[src/rtl/rgbhsl_pkg.sv]
`default_nettype none

package rgbhsl_pkg;

  localparam int CHAN_W = 8;
  localparam int PIX_W  = 3 * CHAN_W;
  localparam int SUM_W  = CHAN_W + 1;
  localparam int HUE_W  = 9;
  localparam int PCT_W  = 7;

  // Shared long-division datapath: two lanes, one quotient bit per stage
  localparam int NUM_W  = 18;
  localparam int DEN_W  = 9;
  localparam int Q_W    = 9;
  localparam int LANES  = 2;

  localparam int LANE_HUE = 0;
  localparam int LANE_SAT = 1;

  // Lightness is round(10 * sum / 51) = floor((20 * sum + 51) / 102), taken as
  // a multiply by 10281 / 2^20; the error stays below one step up to sum 510
  localparam int LIG_W     = 27;
  localparam int LIG_SHIFT = 20;
  localparam logic [LIG_W-1:0] LIG_MUL = LIG_W'(205620);  // 20 * 10281
  localparam logic [LIG_W-1:0] LIG_ADD = LIG_W'(524331);  // 51 * 10281
  // Saturation numerator is 2 * 100 * d, plus the denominator for rounding
  localparam logic [NUM_W-1:0] SAT_SCALE = NUM_W'(200);
  localparam logic [NUM_W-1:0] HUE_STEP  = NUM_W'(60);
  localparam logic [NUM_W-1:0] HUE_GREEN = NUM_W'(120);
  localparam logic [NUM_W-1:0] HUE_BLUE  = NUM_W'(240);
  localparam logic [NUM_W-1:0] HUE_WRAP  = NUM_W'(360);
  localparam logic [SUM_W-1:0] SUM_MID   = SUM_W'(255);
  localparam logic [SUM_W-1:0] SUM_TOP   = SUM_W'(510);

  typedef logic [NUM_W-1:0] num_t;
  typedef logic [DEN_W-1:0] den_t;
  typedef logic [Q_W-1:0]   quo_t;

endpackage

`default_nettype wire

[src/rtl/rgbhsl_div_pipe.sv]
`default_nettype none

module rgbhsl_div_pipe import rgbhsl_pkg::*; (
  input  wire logic             clk,
  input  wire logic             rst,
  input  wire logic             in_valid,
  output logic                  in_ready,
  input  num_t                  in_num [LANES],
  input  den_t                  in_den [LANES],
  input  wire logic [PCT_W-1:0] in_tag,
  output logic                  out_valid,
  input  wire logic             out_ready,
  output quo_t                  out_quo [LANES],
  output logic [PCT_W-1:0]      out_tag
);

  localparam int STAGES = Q_W;

  logic [STAGES-1:0] vld;
  logic [STAGES:0]   go;
  num_t rem [STAGES][LANES];
  den_t dv  [STAGES][LANES];
  quo_t quo [STAGES][LANES];
  logic [PCT_W-1:0] tag [STAGES];

  logic [STAGES-1:0] src_vld;
  num_t src_rem  [STAGES][LANES];
  den_t src_dv   [STAGES][LANES];
  quo_t src_quo  [STAGES][LANES];
  logic [PCT_W-1:0] src_tag [STAGES];
  num_t rem_next [STAGES][LANES];
  quo_t quo_next [STAGES][LANES];

  // A stage advances when it is empty or the stage after it advances
  always_comb begin
    go[STAGES] = out_ready;
    for (int s = STAGES - 1; s >= 0; s--) begin
      go[s] = !vld[s] || go[s+1];
    end
  end

  always_comb begin
    src_vld[0] = in_valid;
    src_tag[0] = in_tag;
    for (int l = 0; l < LANES; l++) begin
      src_rem[0][l] = in_num[l];
      src_dv[0][l]  = in_den[l];
      src_quo[0][l] = '0;
    end
    for (int s = 1; s < STAGES; s++) begin
      src_vld[s] = vld[s-1];
      src_tag[s] = tag[s-1];
      for (int l = 0; l < LANES; l++) begin
        src_rem[s][l] = rem[s-1][l];
        src_dv[s][l]  = dv[s-1][l];
        src_quo[s][l] = quo[s-1][l];
      end
    end
  end

  // Stage s decides quotient bit Q_W-1-s by one trial subtraction
  always_comb begin
    num_t trial;
    for (int s = 0; s < STAGES; s++) begin
      for (int l = 0; l < LANES; l++) begin
        trial = num_t'(src_dv[s][l]) << (Q_W - 1 - s);
        if (src_rem[s][l] >= trial) begin
          rem_next[s][l] = src_rem[s][l] - trial;
          quo_next[s][l] = src_quo[s][l] | (quo_t'(1) << (Q_W - 1 - s));
        end else begin
          rem_next[s][l] = src_rem[s][l];
          quo_next[s][l] = src_quo[s][l];
        end
      end
    end
  end

  always_ff @(posedge clk) begin
    if (rst) begin
      vld <= '0;
    end else begin
      for (int s = 0; s < STAGES; s++) begin
        if (go[s]) vld[s] <= src_vld[s];
      end
    end
  end

  always_ff @(posedge clk) begin
    for (int s = 0; s < STAGES; s++) begin
      if (go[s]) begin
        tag[s] <= src_tag[s];
        for (int l = 0; l < LANES; l++) begin
          rem[s][l] <= rem_next[s][l];
          dv[s][l]  <= src_dv[s][l];
          quo[s][l] <= quo_next[s][l];
        end
      end
    end
  end

  assign in_ready  = go[0];
  assign out_valid = vld[STAGES-1];
  assign out_tag   = tag[STAGES-1];

  always_comb begin
    for (int l = 0; l < LANES; l++) begin
      out_quo[l] = quo[STAGES-1][l];
    end
  end

endmodule

`default_nettype wire

[config.mk]
export PLATFORM = sky130hd
export DESIGN_NAME = rgbhsl_div_pipe
export DESIGN_NICKNAME = d
export VERILOG_FILES = /design/src/rtl/rgbhsl_pkg.sv /design/src/rtl/rgbhsl_div_pipe.sv
export SDC_FILE = /design/constraint.sdc
export NUM_CORES = 1
export LEC_CHECK = 0
export ABC_AREA = 1
export BUFFER_PORTS_ARGS = -buffer_cell sky130_fd_sc_hd__buf_2
export CORE_ASPECT_RATIO = 0.6
export CORE_MARGIN = 8
export CORE_UTILIZATION = 50
export DETAILED_ROUTE_END_ITERATION = 12
export GPL_TIMING_DRIVEN = 0
export HOLD_SLACK_MARGIN = 0.02
export MAX_ROUTING_LAYER = met4
export PLACE_DENSITY = 0.64
export REMOVE_ABC_BUFFERS = 1
export SYNTH_ARGS = -nofsm -noshare
export SYNTH_HDL_FRONTEND = slang
export SYNTH_SLANG_ARGS = --single-unit
[constraint.sdc]
create_clock -name clk -period 34.6 [get_ports clk]
set_input_delay 8.65 -clock clk [delete_from_list [all_inputs] [get_ports clk]]
set_output_delay 8.65 -clock clk [all_outputs]
set_load 0.005 [all_outputs]
==> results.sh <==
export IMPL_post_cts_setup_buffer_count=0
export IMPL_whs_ns=0.4132
export IMPL_synthDistinctLibCells=50
export IMPL_multi_input_area_um2=12150
export IMPL_boundaryPins=92
export IMPL_placed_cells=4335
export IMPL_syn_cell_area_um2=32090
export IMPL_grt_overflow=0
export IMPL_timing_final_crit_share_pct=59.81
export IMPL_finalWeightedCongestion=0.9224
export IMPL_path_class="in -> out"
export IMPL_grt_pass1_wl_um=108000
export IMPL_rsz0062_at_grt="false"
export IMPL_power_switching_mw=1.048
export IMPL_hold_class="reg -> reg"
export IMPL_switching_share_pct=36.80
export IMPL_synth_most_common_cell="nand2_1"
export IMPL_dieArea_um2=72820
export IMPL_p_comb_share_pct=37.4
export IMPL_peakVddDrop_uv=40.33
export IMPL_slowest_delay_ns=0.76
export IMPL_finalSetupViolCount=0
export IMPL_fillCellCount=5653
export IMPL_tritoncts="done"
export IMPL_clock_skew_ns=0.01186
export IMPL_finalHoldViolations=0
export IMPL_drtIter0Drc=1581
export IMPL_drive_gt1_share_pct=9.481
export IMPL_ctsRootBufferMaster="clkbuf_16"
export IMPL_dieHeight_um=212.2
export IMPL_ctsHoldBuffers=0
export IMPL_insertion_delay_ns=0.62
export IMPL_cts_resized=0
export IMPL_placement_cell_area_um2=33650
export IMPL_fmax_mhz=48.32
export IMPL_cp_slowest_cell="nand4_1"
export IMPL_ff_latch_area_um2=17750
export IMPL_setup_ws_ns=13.91
export IMPL_grt_pass1_vias=21060
export IMPL_synthXorXnorAreaFrac_pct=2.211
export IMPL_synth_seq_area_share_pct=55.30
export IMPL_cp_end_kind="output pin"
export IMPL_ctsHtreeMaxLevel=2
export IMPL_fin_nets=3785
export IMPL_tightest_slew_ns=1.104
export IMPL_clkTransAtPathRegs_ns=0.06
export IMPL_synth_warnings=0
export IMPL_track_usage_pct=18.72
export IMPL_synth_edff_count=585
export IMPL_syn_to_final_growth_pct=10.85
export IMPL_drt_pass1_iterations=5
export IMPL_cp_top_family="simple AND/OR/NAND/NOR gates"
export IMPL_pwr_share_clk_pct=22.7
export IMPL_maxCapViolCount=0
export IMPL_final_area_um2=35580
export IMPL_maxSlewViolCount=0
export IMPL_synthAdderAreaFrac_pct=7.314
export IMPL_clk_path_buf_depth=3
export IMPL_fin_crit_ns=20.69
export IMPL_status="finished, final reports clean"
export IMPL_cts_sinks=594
export IMPL_initial_core_util_pct=50.18
export IMPL_syn_inst=3404
export IMPL_grt_start_max_net_pins=74
export IMPL_avgSynthCellArea_um2=9.428
export IMPL_rows=72
export IMPL_layout_cells_non_filler=4438
export IMPL_synth_compound_area_share_pct=4.971
export IMPL_wl_per_cell_um=14.75
export IMPL_synth_main_ff_cell="edfxtp_1"
export IMPL_vias_per_cell=4.976
export IMPL_crit_buf_inv=4
export IMPL_synth_top_area_share_pct=54.74
export IMPL_critPathMaxFanout=60
export IMPL_finalSetupTns_ns=0
export IMPL_die_w_um=343.1
export IMPL_cp_data_arrival_time_ns=12.04
export IMPL_vias=22090
export IMPL_p_int_mw=1.800
export IMPL_p_seq_share_pct=39.9
export IMPL_pre_cts_ws_ns=13.73
export IMPL_wl_um=65470
export IMPL_port_buffers=91
export IMPL_slew_headroom_pct=26.30
export IMPL_cellLeakagePower_nw=16.24
export IMPL_synth_top_cell_by_area="edfxtp_1"
export IMPL_crit_chain="buf_2 > inv_1 > nand3_4 > nor2_1 > nand4_1 > nor2_1 > nand3_4 > buf_16 > buf_2"
export IMPL_async_flop_share_pct=0
export IMPL_start_kind="input pin"
export IMPL_drc=0
export IMPL_ant_nets=0
export IMPL_worstPathRequired_ns=25.95
export IMPL_antenna_found_initial=0
export IMPL_synth_commonest_cells="1060 x nand2_1, 585 x edfxtp_1, 526 x inv_1, 285 x nor2_1, 191 x nand3_1"
export IMPL_synth_simple_area_share_pct=23.23
export IMPL_ys_ff_latch=594
export IMPL_p_per_area_nw_per_um2=80.04
export IMPL_synth_top_family_by_area="simple AND/OR/NAND/NOR gates"
export IMPL_fp_coreArea_um2=63960
export IMPL_synth_area_top_cells="edfxtp_1 55%, nand2_1 12%, ha_1 6.3%"
export IMPL_hpwl_um=50190
export IMPL_cts_made_buffers=56
export IMPL_synthMuxAreaShare_pct=0
[logic make-up (layout without fill, tap and decap cells)]
group / after synthesis / after routing
compound gates: 254 / 254
other cells: 0 / 1
simple gates: 1742 / 1742
flops: 594 / 594
fa+ha+maj: 178 / 178
buf+inv: 555 / 737
xor+xnor: 81 / 81
[per-stage QoR]
| stage | util, % | total power, mW |
|---|---|---|
| after floorplan | - | 1.946 |
| after global placement | 52.19 | 2.188 |
| after detailed placement | 52.62 | 2.205 |
| after CTS | 55.62 | 2.859 |
| after global routing | 55.62 | 3.066 |
| final | 55.62 | 2.848 |
[cell type report]
class,count,area share (%)
Clock inverter,38,1.284
Clock buffer,64,4.111
Sequential cell,594,49.89
Antenna cell,1,0.007034
Timing Repair Buffer,101,1.913
Inverter,534,5.655
Tap cell,851,2.993
Multi-Input combinational cell,2255,34.15
[power by group through the flow]
stage,clock (mW),combinational [mW],sequential (mW)
after detailed placement,0,1.06,1.15
after floorplan,0,0.842,1.10
after global routing,0.691,1.22,1.15
after global placement,0,1.04,1.15
after CTS,0.664,1.06,1.13
final,0.647,1.07,1.13
[metal layers]
metal	wire length, um	track usage (%)
met3	3505	2.760
met2	25390	25.90
met5	0	-
met1	35200	28.68
met4	1380	4.645
[final timing paths]
path,from,end,slack (ns),depth (start not counted)
min reg2reg,quo[4][13],quo[5][13],0.41,0
min,quo[4][13],quo[5][13],0.41,0
max,out_ready,in_ready,13.91,9
max reg2reg,vld[8],tag[0][0],30.86,6
[cells in the final DEF (no fill, tap or decap), types with 51 or more instances in the layout]
cell type | synthesis | routed
inv_1 | 526 | 523
xor2_1 | 51 | 51
a21oi_1 | 117 | 117
nor2_1 | 285 | 285
nand2_1 | 1060 | 1057
buf_2 | 0 | 91
nand3_1 | 191 | 189
clkbuf_16 | 0 | 57
ha_1 | 162 | 162
edfxtp_1 | 585 | 585
[registers in the layout, indices dropped and copies added, names as in the netlist]
| register | count |
|---|---|
| rem | 288 |
| dv | 144 |
| quo | 90 |
| vld | 9 |
| tag | 63 |
Note: power is estimated with default switching activity, not from simulation.
